## src/pcm_gain_ramp_macros.svh

```systemverilog
// Assertion macros shared by the pcm_gain_ramp RTL.
// Each macro uses the module's clock and reset ports by name.
`ifndef PCM_GAIN_RAMP_MACROS_SVH
`define PCM_GAIN_RAMP_MACROS_SVH

// Same-cycle implication.
`define PGR_ASSERT_IMP(lbl, ante, cons, msg) \
   lbl: assert property (@(posedge clock) disable iff (reset) (ante) |-> (cons)) \
      else $error(msg);

// Next-cycle implication.
`define PGR_ASSERT_NXT(lbl, ante, cons, msg) \
   lbl: assert property (@(posedge clock) disable iff (reset) (ante) |=> (cons)) \
      else $error(msg);

`endif

```

## src/pgr_pkg.sv

```systemverilog
// Package for the PCM gain ramp: widths, register indexes, FSM state and
// the command/status structs between controller and datapath. No dependencies.
`default_nettype none

package pgr_pkg;

   localparam int MAX_FRAMES   = 4096;
   localparam int MAX_CHANNELS = 8;
   localparam int SAMPLE_BITS  = 24;

   localparam int GAIN_W      = 16;
   localparam int LEN_W       = 13;
   localparam int CHAN_W      = 4;
   localparam int ENABLE_W    = 1;
   localparam int FRAME_IDX_W = $clog2(MAX_FRAMES);
   localparam int CHAN_IDX_W  = $clog2(MAX_CHANNELS);

   // Gain in Q2.31: Q1.15 shifted up by 16.
   localparam int GAIN_SHIFT = 16;
   localparam int ACC_W      = 34;
   localparam int PROD_W     = SAMPLE_BITS + ACC_W;
   localparam int RND_SHIFT  = 31;
   localparam int Q_W        = PROD_W - RND_SHIFT;

   // Step divider: |end - start| << 16 over the frame length.
   localparam int QUOT_W    = GAIN_W + GAIN_SHIFT;
   localparam int DIV_CNT_W = $clog2(QUOT_W);
   localparam int REM_W     = LEN_W;

   localparam int CSR_ADDR_W = 2;
   localparam int CSR_DATA_W = LEN_W;

   localparam logic [CSR_ADDR_W-1:0] CSR_FRAME_LENGTH  = 2'd0;
   localparam logic [CSR_ADDR_W-1:0] CSR_CHANNEL_COUNT = 2'd1;
   localparam logic [CSR_ADDR_W-1:0] CSR_GAIN_ENABLE   = 2'd2;

   localparam logic [LEN_W-1:0]    FRAME_LENGTH_RST  = LEN_W'(480);
   localparam logic [CHAN_W-1:0]   CHANNEL_COUNT_RST = CHAN_W'(2);
   localparam logic [ENABLE_W-1:0] GAIN_ENABLE_RST   = 1'b1;

   localparam int START_LSB   = SAMPLE_BITS;
   localparam int END_LSB     = SAMPLE_BITS + GAIN_W;
   localparam int REQ_FIELD_W = SAMPLE_BITS + 2 * GAIN_W;
   localparam int REQ_TDATA_W = ((REQ_FIELD_W + 7) / 8) * 8;
   localparam int RSP_TDATA_W = ((SAMPLE_BITS + 7) / 8) * 8;

   typedef enum logic [1:0] {
      S_IDLE,
      S_DIV,
      S_MUL,
      S_OUT
   } pgr_state_type;

   typedef struct packed {
      logic accept;
      logic div_step;
      logic compute;
      logic load_out;
   } pgr_cmd_type;

   typedef struct packed {
      logic buf_start;
      logic div_done;
   } pgr_sts_type;

endpackage

`default_nettype wire

```

## src/pcm_gain_ramp.sv

```systemverilog
// PCM gain ramp: scales interleaved Q0.23 samples by a linear Q1.15 gain
// ramp that runs from start_gain to end_gain over one buffer of frame_length
// frames of channel_count channels; both gains are taken from the first sample
// of a buffer, and every sample of a frame gets the same gain. A buffer whose
// gains are both zero is muted and flagged on rsp_tuser while gain_enable is
// set; req_tuser zeroes one sample. Scaled results are rounded and saturated.
// A sample is registered when it is accepted, multiplied in S_MUL and loaded
// into the output register in S_OUT, and then the next sample can be taken;
// the first sample of a buffer also passes through S_DIV while the per-frame
// step is found by a restoring divider at one quotient bit per cycle over 32
// bits. One sample is in work at a time; the output register lets the next
// sample enter while a result waits, and that sample then holds until the
// waiting result is taken. Uses pgr_pkg, pgr_ctrl and pgr_datapath.
`default_nettype none

module pcm_gain_ramp (
   input  logic                             clock,
   input  logic                             reset,
   // csr_addr: 0 frame_length, 1 channel_count, 2 gain_enable
   input  logic                             csr_we,
   input  logic [pgr_pkg::CSR_ADDR_W-1:0]   csr_addr,
   input  logic [pgr_pkg::CSR_DATA_W-1:0]   csr_wdata,
   input  logic                             req_tvalid,
   output logic                             req_tready,
   // req_tdata: sample_in [23:0], start_gain [39:24], end_gain [55:40]
   input  logic [pgr_pkg::REQ_TDATA_W-1:0]  req_tdata,
   // req_tuser: force_silence
   input  logic                             req_tuser,
   output logic                             rsp_tvalid,
   input  logic                             rsp_tready,
   // rsp_tdata: sample_out [23:0]
   output logic [pgr_pkg::RSP_TDATA_W-1:0]  rsp_tdata,
   // rsp_tuser: buffer_silent
   output logic                             rsp_tuser,
   output logic                             rsp_tlast
);
   import pgr_pkg::*;

   pgr_cmd_type cmd;
   pgr_sts_type sts;

   pgr_ctrl u_ctrl (
      .clock      (clock),
      .reset      (reset),
      .req_tvalid (req_tvalid),
      .req_tready (req_tready),
      .rsp_tvalid (rsp_tvalid),
      .rsp_tready (rsp_tready),
      .sts        (sts),
      .cmd        (cmd)
   );

   pgr_datapath u_datapath (
      .clock     (clock),
      .reset     (reset),
      .csr_we    (csr_we),
      .csr_addr  (csr_addr),
      .csr_wdata (csr_wdata),
      .req_tdata (req_tdata),
      .req_tuser (req_tuser),
      .cmd       (cmd),
      .sts       (sts),
      .rsp_tdata (rsp_tdata),
      .rsp_tuser (rsp_tuser),
      .rsp_tlast (rsp_tlast)
   );

endmodule

`default_nettype wire

```

## src/pgr_ctrl.sv

```systemverilog
// Controller FSM of the PCM gain ramp: sequences accept, step division,
// multiply and output load. Uses pgr_pkg and pcm_gain_ramp_macros.svh.
`default_nettype none
`include "pcm_gain_ramp_macros.svh"

module pgr_ctrl (
   input  logic                 clock,
   input  logic                 reset,
   input  logic                 req_tvalid,
   output logic                 req_tready,
   output logic                 rsp_tvalid,
   input  logic                 rsp_tready,
   input  pgr_pkg::pgr_sts_type sts,
   output pgr_pkg::pgr_cmd_type cmd
);
   import pgr_pkg::*;

   pgr_state_type state_ff;
   pgr_state_type state_in;
   logic          out_valid_ff;
   logic          out_valid_in;

   always_ff @(posedge clock) begin
      if (reset) begin
         state_ff     <= S_IDLE;
         out_valid_ff <= 1'b0;
      end else begin
         state_ff     <= state_in;
         out_valid_ff <= out_valid_in;
      end
   end

   always_comb begin
      state_in   = state_ff;
      cmd        = '0;
      req_tready = 1'b0;
      case (state_ff)
         S_IDLE: begin
            req_tready = 1'b1;
            if (req_tvalid) begin
               cmd.accept = 1'b1;
               state_in   = sts.buf_start ? S_DIV : S_MUL;
            end
         end
         S_DIV: begin
            cmd.div_step = 1'b1;
            if (sts.div_done) begin
               state_in = S_MUL;
            end
         end
         S_MUL: begin
            cmd.compute = 1'b1;
            state_in    = S_OUT;
         end
         S_OUT: begin
            // hold until the output register is free or being drained
            if (!out_valid_ff || rsp_tready) begin
               cmd.load_out = 1'b1;
               state_in     = S_IDLE;
            end
         end
         default: begin
            state_in = S_IDLE;
         end
      endcase
      out_valid_in = cmd.load_out | (out_valid_ff & ~rsp_tready);
   end

   assign rsp_tvalid = out_valid_ff;

   `PGR_ASSERT_NXT(a_start_divides, cmd.accept && sts.buf_start, state_ff == S_DIV, "buffer start skipped step division")
   `PGR_ASSERT_IMP(a_valid_from_out, $rose(rsp_tvalid), $past(state_ff == S_OUT), "result raised outside output state")

endmodule

`default_nettype wire

```

## src/pgr_datapath.sv

```systemverilog
// Datapath of the PCM gain ramp: config registers, buffer position, step
// divider, gain accumulator, multiplier and output register. Uses pgr_pkg.
`default_nettype none
`include "pcm_gain_ramp_macros.svh"

module pgr_datapath (
   input  logic                              clock,
   input  logic                              reset,
   input  logic                              csr_we,
   input  logic [pgr_pkg::CSR_ADDR_W-1:0]    csr_addr,
   input  logic [pgr_pkg::CSR_DATA_W-1:0]    csr_wdata,
   input  logic [pgr_pkg::REQ_TDATA_W-1:0]   req_tdata,
   input  logic                              req_tuser,
   input  pgr_pkg::pgr_cmd_type              cmd,
   output pgr_pkg::pgr_sts_type              sts,
   output logic [pgr_pkg::RSP_TDATA_W-1:0]   rsp_tdata,
   output logic                              rsp_tuser,
   output logic                              rsp_tlast
);
   import pgr_pkg::*;

   localparam logic [LEN_W-1:0]  FL_MAX = LEN_W'(MAX_FRAMES);
   localparam logic [CHAN_W-1:0] CC_MAX = CHAN_W'(MAX_CHANNELS);
   localparam logic signed [PROD_W-1:0] RND_ADD = PROD_W'(64'd1) << (RND_SHIFT - 1);
   localparam logic [SAMPLE_BITS-1:0] SMAX = {1'b0, {(SAMPLE_BITS-1){1'b1}}};
   localparam logic [SAMPLE_BITS-1:0] SMIN = {1'b1, {(SAMPLE_BITS-1){1'b0}}};

   // configuration
   logic [LEN_W-1:0]    frame_length_ff,  frame_length_in;
   logic [CHAN_W-1:0]   channel_count_ff, channel_count_in;
   logic                gain_enable_ff,   gain_enable_in;

   // buffer state
   logic [FRAME_IDX_W-1:0]  frame_index_ff,   frame_index_in;
   logic [CHAN_IDX_W-1:0]   channel_index_ff, channel_index_in;
   logic signed [ACC_W-1:0] gain_acc_ff,      gain_acc_in;
   logic signed [ACC_W-1:0] gain_step_ff,     gain_step_in;
   logic                    silent_flag_ff,   silent_flag_in;

   // divider
   logic [QUOT_W-1:0]    div_quo_ff, div_quo_in;
   logic [REM_W-1:0]     div_rem_ff, div_rem_in;
   logic [DIV_CNT_W-1:0] div_cnt_ff, div_cnt_in;
   logic                 div_neg_ff, div_neg_in;

   // sample path
   logic signed [SAMPLE_BITS-1:0] sample_ff,  sample_in;
   logic signed [PROD_W-1:0]      product_ff, product_in;
   logic                          pass_ff,    pass_in;
   logic                          mute_ff,    mute_in;
   logic                          last_ff,    last_in;
   logic [SAMPLE_BITS-1:0]        out_sample_ff, out_sample_in;
   logic                          out_silent_ff, out_silent_in;
   logic                          out_last_ff,   out_last_in;

   // combinational helpers
   logic [LEN_W-1:0]       fl;
   logic [CHAN_W-1:0]      cc;
   logic [GAIN_W-1:0]      start_gain;
   logic [GAIN_W-1:0]      end_gain;
   logic [GAIN_W-1:0]      gain_mag;
   logic [REM_W:0]         trial;
   logic [REM_W:0]         trial_sub;
   logic                   trial_ge;
   logic [QUOT_W-1:0]      quo_next;
   logic signed [ACC_W-1:0] quo_ext;
   logic                   chan_wrap;
   logic                   frame_wrap;
   logic signed [PROD_W-1:0] rounded;
   logic [Q_W-1:0]         q;
   logic [Q_W-SAMPLE_BITS:0] q_hi;
   logic [SAMPLE_BITS-1:0] scaled;

   always_comb begin
      fl = (frame_length_ff == '0) ? LEN_W'(1) :
           (frame_length_ff > FL_MAX) ? FL_MAX : frame_length_ff;
      cc = (channel_count_ff == '0) ? CHAN_W'(1) :
           (channel_count_ff > CC_MAX) ? CC_MAX : channel_count_ff;

      start_gain = req_tdata[START_LSB +: GAIN_W];
      end_gain   = req_tdata[END_LSB +: GAIN_W];
      gain_mag   = (end_gain < start_gain) ? (start_gain - end_gain) : (end_gain - start_gain);

      // one restoring division bit per cycle
      trial     = {div_rem_ff, div_quo_ff[QUOT_W-1]};
      trial_ge  = trial >= {1'b0, fl};
      trial_sub = trial - {1'b0, fl};
      quo_next  = {div_quo_ff[QUOT_W-2:0], trial_ge};
      quo_ext   = $signed({{(ACC_W-QUOT_W){1'b0}}, quo_next});

      chan_wrap  = ({1'b0, channel_index_ff} + (CHAN_IDX_W+1)'(1)) >= (CHAN_IDX_W+1)'(cc);
      frame_wrap = ({1'b0, frame_index_ff} + LEN_W'(1)) >= fl;

      // round half up, then saturate
      rounded = product_ff + RND_ADD;
      q       = rounded[PROD_W-1:RND_SHIFT];
      q_hi    = q[Q_W-1:SAMPLE_BITS-1];
      if ((&q_hi) || !(|q_hi)) begin
         scaled = q[SAMPLE_BITS-1:0];
      end else begin
         scaled = q[Q_W-1] ? SMIN : SMAX;
      end

      sts.buf_start = (frame_index_ff == '0) && (channel_index_ff == '0);
      sts.div_done  = (div_cnt_ff == '1);
   end

   always_comb begin
      frame_length_in  = frame_length_ff;
      channel_count_in = channel_count_ff;
      gain_enable_in   = gain_enable_ff;
      if (csr_we) begin
         case (csr_addr)
            CSR_FRAME_LENGTH:  frame_length_in  = csr_wdata[LEN_W-1:0];
            CSR_CHANNEL_COUNT: channel_count_in = csr_wdata[CHAN_W-1:0];
            CSR_GAIN_ENABLE:   gain_enable_in   = csr_wdata[0];
            default: begin
               // unmapped index: drop
            end
         endcase
      end

      frame_index_in   = frame_index_ff;
      channel_index_in = channel_index_ff;
      gain_acc_in      = gain_acc_ff;
      gain_step_in     = gain_step_ff;
      silent_flag_in   = silent_flag_ff;
      div_quo_in       = div_quo_ff;
      div_rem_in       = div_rem_ff;
      div_cnt_in       = div_cnt_ff;
      div_neg_in       = div_neg_ff;
      sample_in        = sample_ff;
      product_in       = product_ff;
      pass_in          = pass_ff;
      mute_in          = mute_ff;
      last_in          = last_ff;
      out_sample_in    = out_sample_ff;
      out_silent_in    = out_silent_ff;
      out_last_in      = out_last_ff;

      if (cmd.accept) begin
         sample_in = req_tuser ? '0 : $signed(req_tdata[SAMPLE_BITS-1:0]);
         if (sts.buf_start) begin
            gain_acc_in    = $signed({{(ACC_W-GAIN_W-GAIN_SHIFT){1'b0}}, start_gain,
                                      {GAIN_SHIFT{1'b0}}});
            silent_flag_in = (start_gain == '0) && (end_gain == '0);
            div_quo_in     = {gain_mag, {GAIN_SHIFT{1'b0}}};
            div_rem_in     = '0;
            div_cnt_in     = '0;
            div_neg_in     = end_gain < start_gain;
         end
      end

      if (cmd.div_step) begin
         div_rem_in = trial_ge ? trial_sub[REM_W-1:0] : trial[REM_W-1:0];
         div_quo_in = quo_next;
         div_cnt_in = div_cnt_ff + DIV_CNT_W'(1);
         if (sts.div_done) begin
            gain_step_in = div_neg_ff ? -quo_ext : quo_ext;
         end
      end

      if (cmd.compute) begin
         product_in = sample_ff * gain_acc_ff;
         pass_in    = !gain_enable_ff;
         mute_in    = gain_enable_ff && silent_flag_ff;
         last_in    = chan_wrap && frame_wrap;
         // advance position; step the gain once per frame
         if (chan_wrap) begin
            channel_index_in = '0;
            if (frame_wrap) begin
               frame_index_in = '0;
            end else begin
               frame_index_in = frame_index_ff + FRAME_IDX_W'(1);
               gain_acc_in    = gain_acc_ff + gain_step_ff;
            end
         end else begin
            channel_index_in = channel_index_ff + CHAN_IDX_W'(1);
         end
      end

      if (cmd.load_out) begin
         if (pass_ff) begin
            out_sample_in = sample_ff;
         end else if (mute_ff) begin
            out_sample_in = '0;
         end else begin
            out_sample_in = scaled;
         end
         out_silent_in = mute_ff;
         out_last_in   = last_ff;
      end
   end

   always_ff @(posedge clock) begin
      if (reset) begin
         frame_length_ff  <= FRAME_LENGTH_RST;
         channel_count_ff <= CHANNEL_COUNT_RST;
         gain_enable_ff   <= GAIN_ENABLE_RST;
         frame_index_ff   <= '0;
         channel_index_ff <= '0;
         gain_acc_ff      <= '0;
         gain_step_ff     <= '0;
         silent_flag_ff   <= 1'b0;
         div_cnt_ff       <= '0;
         out_silent_ff    <= 1'b0;
      end else begin
         frame_length_ff  <= frame_length_in;
         channel_count_ff <= channel_count_in;
         gain_enable_ff   <= gain_enable_in;
         frame_index_ff   <= frame_index_in;
         channel_index_ff <= channel_index_in;
         gain_acc_ff      <= gain_acc_in;
         gain_step_ff     <= gain_step_in;
         silent_flag_ff   <= silent_flag_in;
         div_cnt_ff       <= div_cnt_in;
         out_silent_ff    <= out_silent_in;
      end
   end

   always_ff @(posedge clock) begin
      div_quo_ff    <= div_quo_in;
      div_rem_ff    <= div_rem_in;
      div_neg_ff    <= div_neg_in;
      sample_ff     <= sample_in;
      product_ff    <= product_in;
      pass_ff       <= pass_in;
      mute_ff       <= mute_in;
      last_ff       <= last_in;
      out_sample_ff <= out_sample_in;
      out_last_ff   <= out_last_in;
   end

   assign rsp_tdata = RSP_TDATA_W'(out_sample_ff);
   assign rsp_tuser = out_silent_ff;
   assign rsp_tlast = out_last_ff;

   `PGR_ASSERT_NXT(a_step_sign, cmd.div_step && sts.div_done && div_neg_ff, gain_step_ff[ACC_W-1] || (gain_step_ff == '0), "falling ramp produced a positive step")
   `PGR_ASSERT_IMP(a_silent_zero, out_silent_ff, out_sample_ff == '0, "silent result carries a nonzero sample")

endmodule

`default_nettype wire
```

## config.mk

```make
export PLATFORM = sky130hd
export DESIGN_NAME = pcm_gain_ramp
export DESIGN_NICKNAME = d
export VERILOG_FILES = /design/src/pgr_pkg.sv /design/src/pcm_gain_ramp.sv /design/src/pgr_ctrl.sv /design/src/pgr_datapath.sv
export VERILOG_INCLUDE_DIRS = /design/src /design/src/src
export SDC_FILE = /design/constraint.sdc
export NUM_CORES = 2
export LEC_CHECK = 0
export BUFFER_PORTS_ARGS = -buffer_cell sky130_fd_sc_hd__buf_2
export CAP_MARGIN = 10
export CORE_MARGIN = 4
export CORE_UTILIZATION = 60
export DETAILED_ROUTE_END_ITERATION = 8
export GPL_TIMING_DRIVEN = 0
export PLACE_DENSITY = 0.77
export SYNTH_ARGS = -nofsm -noshare
export SYNTH_HDL_FRONTEND = slang
export SYNTH_SLANG_ARGS = --single-unit
```

## constraint.sdc

```tcl
create_clock -name clock -period 18.9 [get_ports clock]
set_input_delay 3.78 -clock clock [delete_from_list [all_inputs] [get_ports clock]]
set_output_delay 3.78 -clock clock [all_outputs]
set_load 0.02 [all_outputs]
```

# Yosys cells after proc, flatten, opt, wreduce, memory -nomap -nowiden
# Cells that the tools add are included.
# op_classes
add_sub_neg,11
n_mul,1
order_cmp,6
eq_ne,9
n_mux,39
bitwise,3
reduce_logical,29
# op_table
cell,n
two-way mux 34 bit,6
two-way mux 24 bit,4
two-way mux 32 bit,3
two-way mux 13 bit,6
"adder 58 x 32 -> 58 bit, second input constant",1
multiplier 24 x 34 -> 58 bit,1
adder 34 bit,1
negator 32 -> 34 bit,1
zero test 16 bit,2
subtractor 16 bit,2
less-than comparator 16 bit,1
two-way mux 16 bit,1
two-way mux 5 bit,3
greater-or-equal comparator 14 x 13 -> 1 bit,1
AND reduction 2 bit,7
"adder 12 x 1 -> 13 bit, second input constant",1
greater-or-equal comparator 13 bit,1
"> comparator 13 bit, second input constant",1
zero test 13 bit,1
subtractor 13 bit,1
"adder 12 x 1 -> 12 bit, second input constant",1
zero test 12 bit,1
two-way mux 12 bit,1
two-way mux 2 bit,4
other kinds (27),46
# totals
regBits,267
wordCells,120

# Logic depth before layout (Yosys ltp)
# depth
word_depth,7
depth_mapped,28
ltp_nobuf,26

# Cells and area by module
# From an unflattened synthesis, not the netlist that was laid out.
# unflattened
cells_unflattened,4602
hier_area_um2,42375.6
# by_module_without_submodules
module,instances,cells_each,area_per_inst_um2
pgr_datapath,1,4576,42142.9
pgr_ctrl,1,26,232.7

# Worst setup path before layout
# OpenSTA, ideal clock, no wires.
# synth_path
path_kind,register -> register
startpoint,register u_datapath.sample_ff[9]
endpoint,register u_datapath.product_ff[57] (data pin)
setup_time_ns,0.266
arrival_time_ns,6.807
t_required_ns,18.634
path_slack_ns,11.827
stages_incl_launch_ff,26
n_path_buf,2
period_less_slack_ns,7.073
path_cell_list,edfxtp_1 clkbuf_1 clkbuf_1 nand2_1 fa_1 fa_1 inv_1 fa_1 inv_1 fa_1 inv_1 fa_1 fa_1 inv_1 fa_1 inv_1 ha_1 nand3_1 or4_1 o21ai_0 o211ai_1 nand3_1 nand2_1 o31ai_1 mux2i_1 nand4_1
# synth_between
elab_chain_cells,1
# synth_rtl
element,line_no,source
start: declaration,pgr_datapath.sv:47,"logic signed [SAMPLE_BITS-1:0] sample_ff, sample_in;"
start signal: assignment,pgr_datapath.sv:225,sample_ff <= sample_in;
multiplier 24 x 34 -> 58 bit,pgr_datapath.sv:164,product_in = sample_ff * gain_acc_ff;
end signal: assignment,pgr_datapath.sv:226,product_ff <= product_in;
end: declaration,pgr_datapath.sv:48,"logic signed [PROD_W-1:0] product_ff, product_in;"
# No other way between the ends.
# A chain may end at the register's enable or synchronous reset.

# Worst setup path in the final report
# Same ends and word-level chain as after synthesis.

==> impl_metrics.toml <==
[placement]
hpwlAfterDp_mm = 107.5
port-buffer-count = 103
place.gp.congestion = 1.077
placedCellCount = 5582
place_area_um2 = 43650

[power_and_ir_drop]
power.leakage_uw = 0.02137
ir_drop_mv = 0.3304
power_density_nw_per_um2 = 147.8

[global_routing]
antenna_found_initial = 8
grt_max_degree = 46
grt_first_pass_wirelength_mm = 202.4
grt_overflow_total = 0
track_usage = 0.3618
grt_pass1_vias = 34750

[clock_tree]
post_cts_resized = 0
htree_levels = 1
cts_hold_buf = 0
cts_tree = "yes"
cts.sinks = 237
clockRootBuffer = "clkbuf_16"
numCtsBuffers = 26
post-cts-setup-buffers = 0
cts.path.max_buffers = 3
path_clk_slew_ps = 70
clk_latency_ps = 590

[logic_synthesis]
synth_seq_cells = 237
yosys.area_share.simple = 0.1685
synth_top_area_cell = "fa_1"
seq_area_frac_synth = 0.1433
synth.top_cells.by_area = "fa_1 (40%), edfxtp_1 (9.0%), inv_1 (8.0%)"
synth.distinct_cells = 75
synth_top_family_by_area = "adder cells"
synth.top_cell.area_share = 0.3966
synth_most_common_cell = "inv_1"
synth_common_cells = "inv_1 (896), fa_1 (830), nand2_1 (633)"
synth-async-reset-ratio = 0
synth_mux_area_frac = 0.006390
synth-edff-count = 126
synth_compound_area_frac = 0.07716
synthCells = 4545
synth_area_um2 = 41900
synth_xor_area_frac = 0.03135
yosys_warnings = 0
yosys.area_share.adder = 0.4730
avgSynthCellArea_um2 = 9.219
synth_fp_nets = 5708
synth_flop_cell = "edfxtp_1"

[timing]
fmax_ghz = 0.09567
setup_tns_ps = 0
finalClockSkew_ps = 11.37
period_share = 0.5531
period_minus_slack_ps = 10450
slew_viol_final = 0
setup_viol = 0
hold_viol_final = 0
rsz0062_at_grt = "false"
tightest_slew_ps = 1288
relSlewSlack = 0.1412

[detailed_routing]
drt-pass1-iter-count = 6
ant_nets = 1
wl_mm = 130.7
via_count = 33030
drt-initial-drc-count = 3280
vias_per_cell = 5.853
drc = 0
wire_per_inst_um = 23.16

[finish]
nets = 5844
fin_area_um2 = 44580
drive_above_1_share = 0.04510
fill_cells = 5824
finalNonFillerCells = 5643
area_growth_pct = 6.402

[worst_setup_path]
crit_arrival_ps = 10780
worstSetupPathType = "reg2reg"
slowest_delay_ps = 970
slowest_stage = "o21ai_0"
crit_fanout = 10
endpoint_kind = "flip-flop"
crit_required_ps = 19230
start_kind = "flip-flop"
crit_top_cell = "fa_1"

[floorplanning]
die_w_um = 272.3
die_area_um2 = 74130
initial_core_util = 0.6077
fp.dieH_um = 272.3
io_pins = 105
core_region_area_um2 = 68950
placementRows = 96

[outcome]
status = "finished with violations"
violations = "antenna rules"

[min_path]
hp-class = "reg2reg"

[run]
drv_cap = 0
## report_power, final
part           switching (uW)  internal (uW)  total [uW]  leakage, uW
clock network             240            285         525     0.000438
logic                    3030           2000        5030       0.0188
registers                 182            855        1040      0.00211
total                    3450           3140        6590       0.0214
## worst max-delay path: cells and delay by family (launching register included)
| family | cells | cell delay (ps) |
|---|---|---|
| adder cells (fa/ha/maj) | 8 | 3880 |
| AO/OA/AOI/OAI | 3 | 2180 |
| buffers and inverters | 7 | 1790 |
| AND/OR/NAND/NOR | 6 | 1730 |
| flip-flops | 1 | 330 |
| multiplexers | 1 | 250 |
## through the flow
| step | utilization | total power, uW | setup WS [ps] | hold WS [ps] |
|---|---|---|---|---|
| 6_report | 0.6466 | 6591 | 8447 | 430.9 |
| 5_1_grt | 0.6462 | 7288 | 8274 | 456.0 |
| 4_1_cts | 0.6458 | 6548 | 8728 | 431.8 |
| 3_5_place_dp | 0.6331 | 5999 | 8754 | 428.0 |
| 3_3_place_gp | 0.6321 | 5867 | 8787 | 415.6 |
| 2_1_floorplan | - | 4591 | 11830 | 400.3 |
## layout make-up
type,instances,area (um2),share of cell area
sequential,237,6006,0.1347
timing repair buffer,108,603.1,0.01353
antenna,11,27.53,0.0006174
tap,931,1165,0.02613
clock buffer,32,745.7,0.01673
inverter,898,3371,0.07561
multi-input combinational,3194,31710,0.7112
clock inverter,16,128.9,0.002891
buffer,216,829.5,0.01861
## per-layer routing
metal  up-vias  GRT usage  routed length (um)
met3       494    0.09355               14720
met5         -          0                  51
met1     16490     0.4613               47940
li1      14270          -                   -
met4         8     0.2034                9690
met2      1766     0.5663               58320
## path summary, 6_finish.rpt
path                            slack, ps  cells past startpoint                    start                         to
worst max-delay path                 8450                     25  u_datapath.sample_ff[9]  u_datapath.product_ff[57]
worst min register to register        430                      0       u_datapath.last_ff       u_datapath.rsp_tlast
worst min-delay path                  430                      0       u_datapath.last_ff       u_datapath.rsp_tlast
worst max register to register       8450                     25  u_datapath.sample_ff[9]  u_datapath.product_ff[57]
## flip-flops by register name (all words and copies together), names as in the netlist, 2 cells and up
name,flops
u_datapath.gain_step_ff,34
u_datapath.product_ff,28
u_datapath.channel_index_ff,3
u_datapath.sample_ff,24
u_datapath.gain_acc_ff,34
u_datapath.div_cnt_ff,5
u_datapath.channel_count_ff,4
u_datapath.div_quo_ff,32
u_datapath.rsp_tdata,24
u_ctrl.state_ff,2
u_datapath.frame_index_ff,12
u_datapath.div_rem_ff,13
u_datapath.frame_length_ff,13
## cells in the final DEF (no fill, tap or decap), types with 8 or more instances in the layout
cell type  instances
a211oi_1          29
a21o_1            68
a21oi_1          137
a22o_1             9
a22o_2            20
a311oi_1          13
a31oi_1           14
and2_1           398
and3_1            27
buf_1             10
buf_2            106
clkbuf_1         202
clkbuf_16         28
dfxtp_1          111
diode_2           11
edfxtp_1         126
fa_1             830
ha_1             255
inv_1            895
mux2_2            10
mux2i_1           14
nand2_1          633
nand2b_1          18
nand3_1           63
nand3b_1           8
nand4_1           19
nor2_1           159
nor2b_1           43
nor3_1            25
nor4_1            16
o211ai_1          16
o21a_1            13
o21ai_0           72
o21bai_1          14
o31ai_1           25
or3_1             15
xnor2_1           77
xor2_1            73
## cell families after synthesis
kind of cell | count (synthesis)
XOR/XNOR | 150
buffers and inverters | 1114
adder cells (fa/ha/maj) | 1086
multiplexers | 25
AND/OR/NAND/NOR | 1451
AO/OA/AOI/OAI | 482
flip-flops | 237
Power figures use the tool's default switching activity.
